**src/design/pfs_pkg.sv**
```systemverilog
package pfs_pkg;

  localparam int POS_W   = 24;
  localparam int F       = 8;
  localparam int DT_W    = 16;
  localparam int GAIN_W  = 16;
  localparam int MF_W    = 10;
  localparam int CD_W    = 8;
  localparam int COLOR_W = 3;
  localparam int IDX_W   = 6;

  localparam int DIFF_W  = POS_W + 1;
  localparam int D2_W    = 2 * DIFF_W;
  localparam int ROOT_W  = DIFF_W;
  localparam int NUM_W   = 72;
  localparam int LIM_W   = MF_W + F;
  localparam int CT_W    = CD_W + F;
  localparam int TOT_W   = LIM_W + 3;
  localparam int MAG_W   = DIFF_W + TOT_W;
  localparam int KM_W    = GAIN_W + 14;
  localparam int K_W     = KM_W + DT_W;
  localparam int T_CAP   = 60;
  localparam int SHIFT   = 3 * F - 16;

  localparam logic [1:0] KIND_APPEND = 2'd0;
  localparam logic [1:0] KIND_STEP   = 2'd1;
  localparam logic [1:0] KIND_CLEAR  = 2'd2;
  localparam logic [1:0] KIND_SPARE  = 2'd3;

  localparam logic [1:0] REG_FORCE_CLAMP  = 2'd0;
  localparam logic [1:0] REG_ATTRACT_GAIN = 2'd1;
  localparam logic [1:0] REG_REPEL_GAIN   = 2'd2;
  localparam logic [1:0] REG_CONTACT_DIST = 2'd3;

  localparam logic [COLOR_W-1:0] COLOR_NEW = 3'd7;
  localparam logic [COLOR_W-1:0] COLOR_CAP = 3'd6;
  localparam logic [COLOR_W-1:0] COLOR_ZERO = 3'd0;

  localparam logic [15:0] LFSR_SEED = 16'hACE1;
  localparam logic [15:0] LFSR_MASK = 16'hB400;
  localparam logic [13:0] FORCE_SCALE = 14'd10000;
  localparam logic [15:0] OFS_SCALE = 16'(100 << F);

  typedef struct packed {
    logic [COLOR_W-1:0] color;
    logic [POS_W-1:0]   y;
    logic [POS_W-1:0]   x;
  } atom_t;

endpackage

```
**src/design/pfs_store.sv**
```systemverilog
module pfs_store import pfs_pkg::*; #(
  parameter int DEPTH = 64,
  parameter int AW = 6
) (
  input  logic          clk,
  input  logic          we,
  input  logic [AW-1:0] waddr,
  input  atom_t         wdata,
  input  logic [AW-1:0] raddr,
  output atom_t         rdata
);

  atom_t mem [DEPTH];

  always_ff @(posedge clk) begin
    if (we) begin
      mem[waddr] <= wdata;
    end
    rdata <= mem[raddr];
  end

endmodule

```
**config.mk**
```make
export PLATFORM = sky130hd
export DESIGN_NAME = pfs_store
export DESIGN_NICKNAME = d
export VERILOG_FILES = /design/src/design/pfs_pkg.sv /design/src/design/pfs_store.sv
export SDC_FILE = /design/constraint.sdc
export NUM_CORES = 2
export LEC_CHECK = 0
export BUFFER_PORTS_ARGS = -buffer_cell sky130_fd_sc_hd__buf_2
export CAP_MARGIN = 20
export CORE_UTILIZATION = 55
export CTS_BUF_LIST = sky130_fd_sc_hd__clkbuf_2
export DETAILED_ROUTE_END_ITERATION = 16
export PLACE_DENSITY = 0.73
export SKIP_CTS_REPAIR_TIMING = 1
export SLEW_MARGIN = 15
export SYNTH_ARGS = -nofsm -noshare
export SYNTH_HDL_FRONTEND = slang
export SYNTH_SLANG_ARGS = --single-unit
```
**constraint.sdc**
```tcl
create_clock -name clk -period 16.95 [get_ports clk]
set_clock_uncertainty 0.2 [all_clocks]
set_input_delay 3.39 -clock clk [delete_from_list [all_inputs] [get_ports clk]]
set_output_delay 3.39 -clock clk [all_outputs]
set_load 0.01 [all_outputs]
```
# Word level (Yosys, flattened, before mapping)
# Memory sizes are Yosys's and may differ from the RTL's. A register that Yosys moved wholly into a read port is not among the register bits.
# Cells that the tools add are included.
[totals]
inputBits = 65
output_inout_bits = 51
n_memories = 1
regBits = 0
ram_bits = 3264
[mem_list]
columns = ["name", "words", "word_bits", "rd", "rd_ports_with_merged_regs", "wr", "line_no", "source"]
rows = [
  ["mem", 64, 51, 1, 1, 1, "pfs_store.sv:13", "atom_t mem [DEPTH];"],
]
[classes]
muxes = 2
[op_table]
columns = ["op", "count"]
rows = [
  ["1-bit two-way mux", 2],
]

# Depth between registers and ports, before layout
[depth]
depth_word = 2
ltp_mapped = 10
ltp_nobuf = 5

# Worst setup path before layout
# No wires, ideal clock.
[synth_timing]
path_type = "input-to-reg"
start = "input waddr[3]"
end = "memory mem[48][0] (netlist bit), enable pin"
cell_stages = 4
path_buffers = 1
arrival_ns = 7.363
setup_time_ns = 0.522
slack_ns = 8.864
required_ns = 16.228
cell_sequence = "clkbuf_1 -> nor2b_1 -> nand4b_1 -> nor3_1"
[synth_lines]
columns = ["element", "line_no", "source"]
rows = [
  ["from (decl)", "pfs_store.sv:7", "input logic [AW-1:0] waddr,"],
  ["to (decl)", "pfs_store.sv:13", ""],
]
# Straight into the memory's write port.

# Worst setup path in the final report
[layout_timing]
start = "register rdata[29] (netlist name)"
end = "output rdata[29] (netlist bit)"
[layout_lines]
columns = ["element", "line_no", "source"]
rows = [
  ["to (decl)", "pfs_store.sv:10", "output atom_t rdata"],
]
# No word-level cell between the ends.

==> impl_metrics.tcl <==
set metrics [dict create \
    fp.dieArea_sq_um 228000 \
    crit_type "reg2out" \
    yosysTopAreaCell "edfxtp_1" \
    core_region_area_sq_um 225000 \
    worst-endpoint-arrival_ns 2.80 \
    die_x_um 478 \
    place.gp.congestion 0.800 \
    regArea_sq_um 99000 \
    num-nets-final 6041 \
    syn_area_per_cell_sq_um 24.0 \
    track_usage_pct 30.0 \
    status "finished with violations" \
    p_leak_nw 43.6 \
    report.final.setup_viol 0 \
    min_period_ns 6.39 \
    cts_buffers 787 \
    worst_slack_ns 10.56 \
    place_area_sq_um 130000 \
    syn_inst 5186 \
    vias_per_cell 6.66 \
    required_ns 13.36 \
    fmax_ghz 0.157 \
    grt-ovfl-total 0 \
    cts_tree "yes" \
    dp_cells 8177 \
    numPortBuffers 115 \
    wl_per_cell_um 35.6 \
    synth_seq_cells 3315 \
    powerDensity_nw_per_um2 109 \
    synth_most_common_cell "edfxtp_1" \
    path_max_fanout 1 \
    io_pins 116 \
    place_worst_setup_slack_ns 8.83 \
    vias 63800 \
    critPathSlowestCell "dfxtp_1" \
    drive_gt1_share_pct 38.6 \
    rr_worst_depth 4 \
    grt_pass1_wl_um 473000 \
    ir_drop_v 0.0000729 \
    setup.worst_path.start_class "register" \
    clk_latency_ns 2.05 \
    drcViolationCount 16 \
    rsz0062_at_grt "no" \
    fin_area_sq_um 137000 \
    hold_viol_final 0 \
    cts_buffer_depth 4 \
    syn_nets 5251 \
    fp.dieH_um 478 \
    cts.reportedPaths.clkPinSlew_ns 0.11 \
    busiest_layer "met2" \
    worst_pin_slew_ns 1.30 \
    grt_start_max_net_pins 125 \
    grt_use_met1_pct 40.7 \
    endpoint_kind "output port" \
    period_share_pct 37.7 \
    failed_checks "DRC" \
    syn_area_sq_um 125000 \
    hold_path.class "reg2reg" \
    async_flop_share_pct 0 \
    slew_headroom_pct 13.1 \
    multi_input_area_sq_um 24800 \
    yosys_warnings 0 \
    finalWirelength_um 341000 \
    max_cap_violations 0 \
    synth-seq-area-share_pct 79.5 \
    worst-path-stages 1 \
    holdWs_ns 0.662 \
    crit_chain "buf_2" \
    synth.top_cells.by_count "3264 x edfxtp_1, 886 x mux4_2, 161 x o22ai_1" \
    start_util_pct 55.4 \
    grt.met2_usage_pct 47.2 \
    slowest_delay_ns 0.54 \
    num-fill-cells 15400 \
    synth_edf_count 3264 \
    min_path_cells 5 \
    cts.htree.levels 6 \
    synth_cell_types 31 \
    power_mw 14.9 \
    maxSlewViolCount 0 \
    cts_sinks 3315 \
    fin_setup_tns_ns 0 \
    utilization_pct 60.7 \
    drt_iter0_drc 10100 \
    synthTopCellsByArea "edfxtp_1 79%, mux4_2 16%, dfxtp_1 0.82%" \
    antenna_found_initial 18 \
    clockRootBuffer "clkbuf_2" \
    cp_top_family "flip-flops" \
    grt_pass1_vias 64100 \
    synth_top_area_share_pct 78.7 \
    drt_pass1_iterations 11 \
    syn_to_final_growth_pct 9.58 \
    use_met3_pct 7.31 \
    stdcell_count 9580 \
    crit_buf_inv 1 \
    ff2ff_setup_slack_ns 14.75 \
    ant_nets 0 \
    core.rowCount 174 \
    synthFlopType "edfxtp_1" \
    post-dp-hpwl_um 174000 \
]
==> flip-flops by register name, indices dropped and copies added, names as in the netlist <==
| signal | cells |
|---|---|
| rdata | 51 |
| mem | 3264 |
==> cell families (layout without fill, tap and decap cells) <==
kind of cell	after synthesis	count (layout)	share of synthesized area (%)
other	0	25	0
multiplexers	984	984	16.8
flip-flops	3315	3315	79.5
AO/OA/AOI/OAI	337	337	1.72
buffers and inverters	291	1668	1.07
AND/OR/NAND/NOR	259	259	0.888
==> report_power, final <==
part / switching [mW] / internal, mW
Sequential: 0.0330 / 9.06
Combinational: 0.473 / 0.289
Clock: 3.10 / 1.91
==> layout by cell type, fill, tap and decap left out, types with 5 or more instances in the layout <==
master         n
clkbuf_2    1160
o22ai_1      161
or3b_2         5
clkinv_2      20
edfxtp_1    3264
a21oi_1       67
a31oi_1       18
clkinv_1     160
mux2_2        48
diode_2       25
clkinvlp_4     9
o21ai_0       33
nand3_1        5
nor2_4        62
nand2_1       45
bufinv_16      6
o221ai_1      50
mux2i_1       50
buf_2        110
inv_2         15
nor3_1         8
nor2_1        97
mux4_2       886
buf_12        12
o221a_2        7
buf_4        166
dfxtp_1       51
==> layer usage <==
metal | vias to the layer above | wire [um]
met5 | - | 43
met4 | 6 | 14700
met3 | 806 | 44700
met2 | 5158 | 163000
met1 | 33300 | 118000
li1 | 24500 | -
==> worst paths after layout <==
check                                  from        end
worst max-delay path              rdata[29]  rdata[29]
worst min-delay path            mem[63][29]  rdata[29]
worst max register to register  mem[28][29]  rdata[29]
worst min register to register  mem[63][29]  rdata[29]
==> final cells by class <==
type / count / share of cell area, %
well taps: 2992 / 2.74
multi-input cells: 1580 / 18.1
clock buffers: 1160 / 4.25
diodes: 25 / 0.0458
clock inverters: 216 / 0.774
flip-flops and latches: 3315 / 72.5
repair buffers: 291 / 1.52
inverters: 1 / 0.00458
No activity file was read; power rests on OpenSTA's default activity.
