[src/design/pfs_pkg.sv]
package pfs_pkg;

  localparam int POS_W   = 24;
  localparam int F       = 8;
  localparam int DT_W    = 16;
  localparam int GAIN_W  = 16;
  localparam int MF_W    = 10;
  localparam int CD_W    = 8;
  localparam int COLOR_W = 3;
  localparam int IDX_W   = 6;

  localparam int DIFF_W  = POS_W + 1;
  localparam int D2_W    = 2 * DIFF_W;
  localparam int ROOT_W  = DIFF_W;
  localparam int NUM_W   = 72;
  localparam int LIM_W   = MF_W + F;
  localparam int CT_W    = CD_W + F;
  localparam int TOT_W   = LIM_W + 3;
  localparam int MAG_W   = DIFF_W + TOT_W;
  localparam int KM_W    = GAIN_W + 14;
  localparam int K_W     = KM_W + DT_W;
  localparam int T_CAP   = 60;
  localparam int SHIFT   = 3 * F - 16;

  localparam logic [1:0] KIND_APPEND = 2'd0;
  localparam logic [1:0] KIND_STEP   = 2'd1;
  localparam logic [1:0] KIND_CLEAR  = 2'd2;
  localparam logic [1:0] KIND_SPARE  = 2'd3;

  localparam logic [1:0] REG_FORCE_CLAMP  = 2'd0;
  localparam logic [1:0] REG_ATTRACT_GAIN = 2'd1;
  localparam logic [1:0] REG_REPEL_GAIN   = 2'd2;
  localparam logic [1:0] REG_CONTACT_DIST = 2'd3;

  localparam logic [COLOR_W-1:0] COLOR_NEW = 3'd7;
  localparam logic [COLOR_W-1:0] COLOR_CAP = 3'd6;
  localparam logic [COLOR_W-1:0] COLOR_ZERO = 3'd0;

  localparam logic [15:0] LFSR_SEED = 16'hACE1;
  localparam logic [15:0] LFSR_MASK = 16'hB400;
  localparam logic [13:0] FORCE_SCALE = 14'd10000;
  localparam logic [15:0] OFS_SCALE = 16'(100 << F);

  typedef struct packed {
    logic [COLOR_W-1:0] color;
    logic [POS_W-1:0]   y;
    logic [POS_W-1:0]   x;
  } atom_t;

endpackage

[src/design/pfs_sqrt.sv]
module pfs_sqrt import pfs_pkg::*; (
  input  logic              clk,
  input  logic              rst,
  input  logic              start,
  input  logic [D2_W-1:0]   radicand,
  output logic              done,
  output logic [ROOT_W-1:0] root
);

  localparam int CNT_W = $clog2(ROOT_W + 1);

  logic              busy;
  logic [CNT_W-1:0]  cnt;
  logic [D2_W-1:0]   rad;
  logic [ROOT_W:0]   rem;
  logic [ROOT_W+2:0] rem_sh;
  logic [ROOT_W+2:0] trial;
  logic [ROOT_W+2:0] rem_nx;
  logic              ge;

  assign rem_sh = {rem, rad[D2_W-1:D2_W-2]};
  assign trial  = {1'b0, root, 2'b01};
  assign ge     = rem_sh >= trial;
  assign rem_nx = ge ? rem_sh - trial : rem_sh;

  always_ff @(posedge clk) begin
    if (rst) begin
      busy <= 1'b0;
      done <= 1'b0;
    end else begin
      done <= 1'b0;
      if (start) begin
        busy <= 1'b1;
        cnt  <= CNT_W'(ROOT_W);
        rad  <= radicand;
        rem  <= '0;
        root <= '0;
      end else if (busy) begin
        rad  <= {rad[D2_W-3:0], 2'b00};
        rem  <= rem_nx[ROOT_W:0];
        root <= {root[ROOT_W-2:0], ge};
        cnt  <= cnt - 1'b1;
        if (cnt == CNT_W'(1)) begin
          busy <= 1'b0;
          done <= 1'b1;
        end
      end
    end
  end

endmodule

[config.mk]
export PLATFORM = sky130hd
export DESIGN_NAME = pfs_sqrt
export DESIGN_NICKNAME = d
export VERILOG_FILES = /design/src/design/pfs_pkg.sv /design/src/design/pfs_sqrt.sv
export SDC_FILE = /design/constraint.sdc
export NUM_CORES = 1
export LEC_CHECK = 0
export BUFFER_PORTS_ARGS = -buffer_cell sky130_fd_sc_hd__buf_2
export CAP_MARGIN = 10
export CORE_MARGIN = 10
export CORE_UTILIZATION = 62
export CTS_BUF_LIST = sky130_fd_sc_hd__clkbuf_16
export CTS_CLUSTER_SIZE = 14
export DETAILED_ROUTE_END_ITERATION = 10
export PLACE_DENSITY = 0.9
export REMOVE_ABC_BUFFERS = 1
export SYNTH_ARGS = -nofsm -noshare
export SYNTH_HDL_FRONTEND = slang
export SYNTH_SLANG_ARGS = --single-unit
[constraint.sdc]
create_clock -name clk -period 17.51 [get_ports clk]
set_clock_uncertainty 0.1 [all_clocks]
set_input_delay 2.6265 -clock clk [delete_from_list [all_inputs] [get_ports clk]]
set_output_delay 2.6265 -clock clk [all_outputs]
set_load 0.1 [all_outputs]
Word-level counts from Yosys, hierarchy flattened
Index checks and enable logic that the tools add are counted.

Order comparisons: 1. $add $sub $neg: 2. Div/mod/pow operators: 0. Bitwise logic cells: 2. Shift-type cells: 0. Reduce and logical (&&, ||, !) cells: 3. Multipliers: 0. Eq/ne operators: 1. Multiplexer cells: 10.

Operators by type and width (count): 50-bit two-way mux (2); 26-bit two-way mux (2); 28-bit by 27-bit greater-or-equal comparator with 1-bit output (1); 26-bit subtractor (1); 25-bit two-way mux (1); 5-bit by 1-bit == test with 1-bit output (second input constant) (1); 5-bit two-way mux (1); 5-bit by 1-bit subtractor with 5-bit output (second input constant) (1); 1-bit two-way mux (4); 3-bit OR reduction (1); 1-bit NOT (2); 2-bit AND reduction (1); 2-bit nonzero test (1).

Memories: 0. Input port bits: 53. Bits in read-only memories: 0. RAM bits: 0. Output and inout port bits: 26. Flip-flop bits (word level): 108. Latch bits: 0.

Depth between registers and ports, before layout
Depth in word-level cells: 4. Depth in mapped cells: 14. Mapped depth without buffers: 11.

Least setup slack after synthesis
No wires, ideal clock.

Kind: input to register. Start point: input port start. End point: register cnt[0], enable pin. Setup slack: 9.443 ns. Data arrival time: 7.394 ns. Stages on the path: 3. Path buffers: 1. Cells stage by stage: clkbuf_1 -> nor2_1 -> nor2_1.

Word-level cells in the longest chain between the ends: 2.

Ends and longest elaborated chain: start, declared (line pfs_sqrt.sv:4) `input logic start,`; 2-bit nonzero test (no line); 2-bit AND reduction (no line); end signal, assigned (line pfs_sqrt.sv:34) `cnt <= CNT_W'(ROOT_W);`; end signal, assigned (line pfs_sqrt.sv:42) `cnt <= cnt - 1'b1;`; end, declared (line pfs_sqrt.sv:13) `logic [CNT_W-1:0] cnt;`.

Every way passes these cells. A chain may end at the register's enable or synchronous reset.

Worst setup path after layout
Same ends and word-level chain as after synthesis.

==> impl_results.md <==
- Vias in the first global route: 4086
- Routed length per instance: 18.1 µm
- WP data arrival: 4.49 ns
- VDD IR max: 0.0637 mV
- First-pass GRT wire length: 20200 µm
- Root Buffer: clkbuf_16
- Via count: 3929
- Tcrit/Tclk final: 0.263
- Die ar.: 13700 µm²
- H-tree depth reported by CTS: 3
- Setup TNS: 0 ns
- Port buffer count: 78
- Post-CTS resize count: 0
- Final Critical Period: 4.61 ns
- Slew Limit Fails: 0
- DR DRC count: 0
- Initial core utilization: 0.632
- Detailed Route WL: 12200 µm
- Worst slew pin tran: 0.751 ns
- Initial antenna violation count: 0
- Critical Path RT: 17.39 ns
- GRT Util Overall: 0.187
- Final #Nets: 638
- EDFF count, synth: 106
- R2R setup slack: 14.17 ns
- Hold Path Class: reg -> reg
- Layout Utilization: 0.717
- Synthesis-to-finish area growth: 13.4%
- Mapped Area: 5810 µm²
- Post-DP Area: 6280 µm²
- Most used flip-flop cell after synthesis: edfxtp_1
- Final Setup Violations: 0
- CP Capture Type: register
- Via density: 5.85
- Placed Cells incl. Taps: 656
- GRT Residual Overflow: 0
- CP Class: in -> reg
- Status: finished, final reports clean
- Hold_buf cts: 0
- Number of synthesized register bits: 108
- Yosys Warn Count: 0
- Sequential element share of the synthesized area: 0.554
- Synth area leader: edfxtp_1
- Clk Latency, worst-skew pair: 0.35 ns
- Rel. slew slack: 0.499
- Pwr Density: 106 nW/µm²
- Diode count: 0
- Drt initial violations: 237
- Synthesized instance count: 479
- Top-count cell post-synth: edfxtp_1
- Layout cells sized above 1: 0.273
- RSZ-0062 raised after global routing: false
- FP Rows: 35
- Yosys top cell area share: 0.547
- Mean Syn Cell Area: 12.1 µm²
- Fraction of registers with async set or reset after synthesis: 0
- Leakage: 2.72 nW
- Die Ht: 117 µm
- Final hold violation count: 0
- Total CTS buffers: 9
- IO Count: 79
- Clock slew at reported path FFs: 0.07 ns
- Achievable Freq: 217 MHz
- Layout Cells excl Fill: 672
- Drt pass-1 iters: 5
- Synth cell count leaders: edfxtp_1, nor2_1, mux2_2
- Design area: 6590 µm²
- DRT antenna net count: 0
- Core box area: 9200 µm²
- Die X: 117 µm
- CTS max path bufs: 2
- Post-synthesis cell type count: 55
- Largest net degree at the start of global routing: 67
- Worst setup SP type: primary input
- Synth top area cells: edfxtp_1, mux2_2, ha_1
- Clock tree from TritonCTS: built
- TritonCTS Sinks: 108
- Routability cong.: 0.932
- Crit-path max FO: 59
- Post-CTS Setup Inserts: 0
- Number of max-cap violations: 0
- Post-DP HPWL: 8360 µm
==> final timing paths <==
kind / end / startpoint / cells after the start
worst max-delay path: cnt[0] / start / 5
worst min register to register: done / busy / 1
worst min-delay path: done / busy / 1
worst max register to register: rem[11] / rem[7] / 11
==> through the flow <==
step | power, W | worst slack [ns] | hold WS (ns)
global placement | 0.000483 | 12.61 | 0.366
CTS | 0.000701 | 12.91 | 0.379
finish | 0.000700 | 12.90 | 0.382
detailed placement | 0.000492 | 12.55 | 0.369
global route | 0.000730 | 12.74 | 0.397
floorplan | 0.000454 | 9.69 | 0.354
==> flip-flops by register name, indices dropped and copies added (netlist names) <==
signal / flops
busy: 1
root: 25
done: 1
cnt: 5
rad: 50
rem: 26
==> critical path, stage by stage <==
cell	delay, ns
buf_4	0.34
nor2_1	0.14
nor2_4	0.09
buf_4	0.51
buf_4	0.69
==> report_power, final <==
group	total [W]	internal, W	switching (W)
Combinational	0.000170	0.0000640	0.000106
Sequential	0.000320	0.000310	0.00000912
Clock	0.000211	0.000113	0.0000972
==> logic make-up after synthesis <==
kind of cell | synth area share
buf+inv | 0.0430
mux | 0.122
flops | 0.554
simple gates | 0.0983
compound gates | 0.0880
fa+ha+maj | 0.0624
xor+xnor | 0.0316
==> cell usage in the layout (no fill, tap or decap), types with 3 or more instances in the layout <==
cell	synthesis	layout
nand2_1	15	15
o21a_1	6	6
nor3_1	6	6
xor2_1	9	9
mux2i_1	17	17
clkbuf_16	0	9
buf_4	1	5
o21ai_0	10	10
or3_1	3	3
edfxtp_1	106	106
xnor2_1	12	12
mux2_2	48	48
a221o_1	3	3
nor2_1	62	61
a21oi_1	26	26
and2_1	4	4
nand3_1	10	10
inv_1	40	40
o21bai_1	3	3
buf_2	1	77
o21ai_1	7	7
and3_1	8	8
ha_1	29	29
a21o_1	5	5
==> routing by layer <==
layer,vias to the layer above,GRT usage,part of all wire
met3,27,0.0601,0.082
met4,0,0.0799,0.021
met2,143,0.304,0.49
li1,1897,-,-
met5,-,0,0
met1,1862,0.223,0.41
==> area by class of cell <==
type                            count  area (µm²)
Clock buffer                        9         225
Clock inverter                      7        85.1
Fill cell                         613        2600
Inverter                           40         150
Multi-Input combinational cell    315        2350
Sequential cell                   108        3220
Tap cell                          111         139
Timing Repair Buffer               82         423
Note: power is estimated with default switching activity, not from simulation.
