## config.mk

```make
export PLATFORM = sky130hd
export DESIGN_NAME = pfs_div
export DESIGN_NICKNAME = d
export VERILOG_FILES = /design/src/design/pfs_pkg.sv /design/src/design/pfs_div.sv
export SDC_FILE = /design/constraint.sdc
export NUM_CORES = 1
export LEC_CHECK = 0
export BUFFER_PORTS_ARGS = -buffer_cell sky130_fd_sc_hd__buf_2
export CORE_ASPECT_RATIO = 0.7
export CORE_MARGIN = 4
export CORE_UTILIZATION = 57
export CTS_CLUSTER_SIZE = 24
export DETAILED_ROUTE_END_ITERATION = 8
export HOLD_SLACK_MARGIN = 0.02
export MAX_ROUTING_LAYER = met4
export PLACE_DENSITY = 0.89
export SLEW_MARGIN = 20
export SYNTH_ARGS = -nofsm -noshare
export SYNTH_HDL_FRONTEND = slang
export SYNTH_SLANG_ARGS = --single-unit
```

## constraint.sdc

```tcl
create_clock -name clk -period 14.3 [get_ports clk]
set_input_delay 2.145 -clock clk [delete_from_list [all_inputs] [get_ports clk]]
set_output_delay 2.145 -clock clk [all_outputs]
set_load 0.01 [all_outputs]
```

## src/design/pfs_pkg.sv

```systemverilog
package pfs_pkg;

  localparam int POS_W   = 24;
  localparam int F       = 8;
  localparam int DT_W    = 16;
  localparam int GAIN_W  = 16;
  localparam int MF_W    = 10;
  localparam int CD_W    = 8;
  localparam int COLOR_W = 3;
  localparam int IDX_W   = 6;

  localparam int DIFF_W  = POS_W + 1;
  localparam int D2_W    = 2 * DIFF_W;
  localparam int ROOT_W  = DIFF_W;
  localparam int NUM_W   = 72;
  localparam int LIM_W   = MF_W + F;
  localparam int CT_W    = CD_W + F;
  localparam int TOT_W   = LIM_W + 3;
  localparam int MAG_W   = DIFF_W + TOT_W;
  localparam int KM_W    = GAIN_W + 14;
  localparam int K_W     = KM_W + DT_W;
  localparam int T_CAP   = 60;
  localparam int SHIFT   = 3 * F - 16;

  localparam logic [1:0] KIND_APPEND = 2'd0;
  localparam logic [1:0] KIND_STEP   = 2'd1;
  localparam logic [1:0] KIND_CLEAR  = 2'd2;
  localparam logic [1:0] KIND_SPARE  = 2'd3;

  localparam logic [1:0] REG_FORCE_CLAMP  = 2'd0;
  localparam logic [1:0] REG_ATTRACT_GAIN = 2'd1;
  localparam logic [1:0] REG_REPEL_GAIN   = 2'd2;
  localparam logic [1:0] REG_CONTACT_DIST = 2'd3;

  localparam logic [COLOR_W-1:0] COLOR_NEW = 3'd7;
  localparam logic [COLOR_W-1:0] COLOR_CAP = 3'd6;
  localparam logic [COLOR_W-1:0] COLOR_ZERO = 3'd0;

  localparam logic [15:0] LFSR_SEED = 16'hACE1;
  localparam logic [15:0] LFSR_MASK = 16'hB400;
  localparam logic [13:0] FORCE_SCALE = 14'd10000;
  localparam logic [15:0] OFS_SCALE = 16'(100 << F);

  typedef struct packed {
    logic [COLOR_W-1:0] color;
    logic [POS_W-1:0]   y;
    logic [POS_W-1:0]   x;
  } atom_t;

endpackage

```

## src/design/pfs_div.sv

```systemverilog
module pfs_div import pfs_pkg::*; (
  input  logic             clk,
  input  logic             rst,
  input  logic             start,
  input  logic [NUM_W-1:0] num,
  input  logic [D2_W-1:0]  den,
  output logic             done,
  output logic [NUM_W-1:0] quo
);

  localparam int CNT_W = $clog2(NUM_W + 1);

  logic             busy;
  logic [CNT_W-1:0] cnt;
  logic [NUM_W-1:0] nsh;
  logic [D2_W-1:0]  den_r;
  logic [D2_W-1:0]  rem;
  logic [D2_W:0]    rem_sh;
  logic [D2_W:0]    rem_nx;
  logic             ge;

  assign rem_sh = {rem, nsh[NUM_W-1]};
  assign ge     = rem_sh >= {1'b0, den_r};
  assign rem_nx = ge ? rem_sh - {1'b0, den_r} : rem_sh;

  always_ff @(posedge clk) begin
    if (rst) begin
      busy <= 1'b0;
      done <= 1'b0;
    end else begin
      done <= 1'b0;
      if (start) begin
        busy  <= 1'b1;
        cnt   <= CNT_W'(NUM_W);
        nsh   <= num;
        den_r <= den;
        rem   <= '0;
        quo   <= '0;
      end else if (busy) begin
        nsh <= {nsh[NUM_W-2:0], 1'b0};
        rem <= rem_nx[D2_W-1:0];
        quo <= {quo[NUM_W-2:0], ge};
        cnt <= cnt - 1'b1;
        if (cnt == CNT_W'(1)) begin
          busy <= 1'b0;
          done <= 1'b1;
        end
      end
    end
  end

endmodule

```

# After elaboration in Yosys (flattened, before gate mapping)
# Index checks and enable logic that the tools add are counted.
# word_totals
reg_bits,253
# op_classes
muxes,10
n_eq_ne,1
order_cmp,1
n_bitwise,2
n_reduce_logical,4
add_sub_neg,2
# ops
op,count
72-bit two-way mux,3
50-bit two-way mux,2
51-bit by 50-bit greater-or-equal comparator with 1-bit output,1
50-bit subtractor,1
7-bit by 1-bit == test with 1-bit output (second input constant),1
7-bit two-way mux,1
7-bit by 1-bit subtractor with 7-bit output (second input constant),1
1-bit two-way mux,4
2-bit AND reduction,2
3-bit OR reduction,1
1-bit inverter,2
2-bit nonzero test,1

# Longest topological paths before layout
# depth
word_depth,4
ltp_mapped,14
depth_no_buf,14

# Worst setup path after synthesis
# No wires, ideal clock.
# synth_path
path_type,input to register
from,input start
to,register cnt[0] (enable)
slack_ps,2394
t_arrival_ps,11140
stages,4
cell_sequence,clkbuf_1 clkbuf_1 nor2_1 nor2_1
# synth_via
elab_chain_len,2
# synth_lines
item,line_no,source
"start, declared",pfs_div.sv:4,"input logic start,"
2-bit nonzero test (no line),-,
2-bit AND reduction (no line),-,
"end signal, assigned",pfs_div.sv:34,cnt <= CNT_W'(NUM_W);
"end signal, assigned",pfs_div.sv:43,cnt <= cnt - 1'b1;
"end, declared",pfs_div.sv:14,logic [CNT_W-1:0] cnt;
# Every way passes these cells.
# A chain may end at the register's enable or synchronous reset.

# Worst setup path in the final report
# layout_path
from,input start
to,register rem[48] (enable)
# layout_via
elab_chain_len,2
# layout_lines
item,line_no,source
2-bit nonzero test (no line),-,
2-bit AND reduction (no line),-,
"end signal, assigned",pfs_div.sv:41,rem <= rem_nx[D2_W-1:0];
"end, declared",pfs_div.sv:17,logic [D2_W-1:0] rem;
# Every way passes these cells.

==> reports/results.txt <==
Outcome: finished, final reports clean
Fmax: 235 MHz
Maximum VDD drop: 96.0 uV
Commonest non-fill, non-tap cell in the layout: edfxtp_1
Worst EP arrival: 4.39 ns
Effective utilization at floorplan: 58.5%
Post-synth EDFFs: 251
Leakage: 0.00598 uW
Filler cells: 1,591
Vias per inst: 5.73
WL/cell: 18.7 um
Psw: 514 uW
Max FO, Critical Path: 86
Setup TNS: 0 ns
R2R cell count: 12
Post-Syn Area: 0.0128 mm^2
Worst Tran Pin Value: 1.08 ns
CP Launch Type: input pin
Layout cells sized above 1: 26.0%
Detail Route Antenna Nets: 0
DRT Pass-1 Iters: 6
Grt ovf: 0
Post-Syn Instances: 1,020
Power per cell area: 127 mW/mm^2
Req. time, crit path: 14.43 ns
Total CTS buffers: 24
Routed WL: 28,300 um
CTS tree: done
Clk_lat worst skew: 0.53 ns
Root buffer cell: clkbuf_16
Clock Skew: 0.0311 ns
Syn_nets: 1,198
Max_slew headroom: 28.2%
Fin. Hold Viols: 0
Crit path kind: in2reg
DR iter-0 viols: 731
Yosys synthesis warning count: 0
IO Count: 198
Top FF cell, synth: edfxtp_1
Multi-input gate area: 0.00483 mm^2
Hold_buf cts: 0
Cell variety after synth: 64
Chip width: 187 um
Vias: 8,656
Comb pwr share: 20.7%
Remaining DRCs: 0
Mean Syn Cell Area: 12.6 um^2
Final Max Tran Viols: 0
Rows: 45
Vias in the first global route: 8,499
Area occupied by registers: 0.00758 mm^2
Longest Clk Path Bufs: 3
Post-CTS Resized: 0
Endpoints failing setup: 0
Clock slew at reported path FFs: 0.06 ns
Initial antenna violation count: 4
Max-Cap Viols: 0
Fin crit share: 29.8%
DP Wirelength: 19,800 um
Most frequent cells in the layout: 251 x edfxtp_1, 196 x buf_2, 77 x nor2b_1, 76 x nor2_1, 72 x mux2_2
Async S/R FF share, synth: 0%
Die H: 133 um
Clock sink count: 253
Area growth syn-to-layout: 15.3%
Final #Nets: 1,389
Tot GR Track Use: 22.3%
Core ar.: 0.0219 mm^2
Htree depth: 1
Sw Ratio: 27.5%
Die ar.: 0.0250 mm^2
Seq cells post-synth: 253
Port Buffers: 197
Register share of total power: 48.8%
Postcts setup bufs: 0
Pre-CTS setup slack: 9.24 ns
P_int: 1360 uW
Register area share after synthesis: 59.1%
Hold Path Cell Cnt: 1
Clock Power Share: 30.5%
First-pass GRT wire length: 44,100 um
RD Place Congestion: 0.913
RSZ-0062 raised after global routing: no
Largest net degree at the start of global routing: 87
Min Tclk post-route: 4.26 ns
Critical Path Sink Type: flop
Min-delay worst type: reg2reg
Post-route worst setup slack: 10.04 ns
[synth_stat cells, types with 4 or more instances]
cell / number / area share (%)
a211oi_1: 17 / 1.0
a21boi_0: 4 / 0.23
a21o_1: 17 / 1.0
a21oi_1: 51 / 2.0
a22o_1: 4 / 0.27
a31oi_1: 10 / 0.49
and2_1: 9 / 0.44
and3_1: 4 / 0.20
buf_2: 4 / 0.16
clkbuf_1: 29 / 0.85
edfxtp_1: 251 / 59
ha_1: 52 / 5.1
inv_1: 70 / 2.0
mux2_2: 72 / 6.3
mux2i_1: 30 / 2.3
nand2_1: 48 / 1.4
nand3_1: 13 / 0.51
nand4_1: 5 / 0.24
nor2_1: 78 / 2.3
nor2b_1: 77 / 3.8
nor3_1: 10 / 0.39
nor3b_1: 4 / 0.23
o21ai_0: 37 / 1.4
o21bai_1: 11 / 0.64
o31ai_1: 6 / 0.35
or3_1: 5 / 0.24
xnor2_1: 32 / 2.2
xor2_1: 14 / 0.96
[flip-flops by register name, summed over array words and instances, names as in the netlist]
signal / cells
done: 1
nsh: 72
busy: 1
den_r: 50
cnt: 7
quo: 72
rem: 50
[worst max-delay path, stage by stage]
cell	delay (ns)
buf_6	0.43
nor2_1	0.16
nor2_4	0.47
buf_16	0.24
buf_4	0.86
[power by group through the flow]
stage | clock network [uW] | logic, uW | registers (uW)
after detailed placement | 0 | 379 | 927
after global placement | 0 | 363 | 924
after global routing | 612 | 425 | 918
final | 570 | 387 | 913
after floorplan | 0 | 278 | 935
after CTS | 582 | 382 | 913
[kinds of logic (layout without fill, tap and decap cells)]
| logic type | count (synthesis) | in the layout | share of synthesized area, % |
|---|---|---|---|
| adders and majority gates | 53 | 53 | 5.23 |
| and+or+nand+nor | 269 | 269 | 10.6 |
| DFF | 253 | 253 | 59.1 |
| xor gates and xnor gates | 46 | 46 | 3.14 |
| other | 0 | 4 | 0 |
| buffers and inverters | 109 | 314 | 3.32 |
| AOI/OAI and AO/OA | 188 | 188 | 9.91 |
| muxes | 102 | 102 | 8.67 |
[path summary, 6_finish.rpt]
| check | slack, ns | startpoint | endpoint |
|---|---|---|---|
| max | 10.04 | start | rem[48] |
| min reg2reg | 0.49 | busy | done |
| min | 0.49 | busy | done |
| max reg2reg | 10.27 | rem[8] | rem[15] |
[per-layer routing]
layer	up-vias	routed length, um	share of wire [%]	track usage [%]
li1	4128	-	-	-
met1	4173	13000	46	31.8
met2	307	12800	45	34.0
met3	48	1790	6.3	3.85
met4	0	661	2.3	5.38
met5	-	0	0	-
[area by class of cell]
type	instances	area share (%)
Inverter	70	1.78
Multi-Input combinational cell	658	32.7
Antenna cell	4	0.0677
Timing Repair Buffer	204	7.21
Sequential cell	253	51.3
Clock buffer	27	4.14
Tap cell	282	2.39
Clock inverter	13	0.457
[through the flow]
| step | std cells | power (uW) | utilization (%) | hold slack, ns | cell area, um^2 |
|---|---|---|---|---|---|
| 6_report | 1511 | 1870 | 67.5 | 0.488 | 14800 |
| 5_1_grt | 1511 | 1960 | 67.5 | 0.510 | 14800 |
| 4_1_cts | 1506 | 1880 | 67.3 | 0.489 | 14700 |
| 3_5_place_dp | 1466 | 1310 | 64.2 | 0.479 | 14100 |
| 3_3_place_gp | 1466 | 1290 | 64.2 | 0.480 | 14100 |
| 2_1_floorplan | 1020 | 1210 | - | 0.460 | 12800 |
No activity file was read; power rests on OpenSTA's default activity.
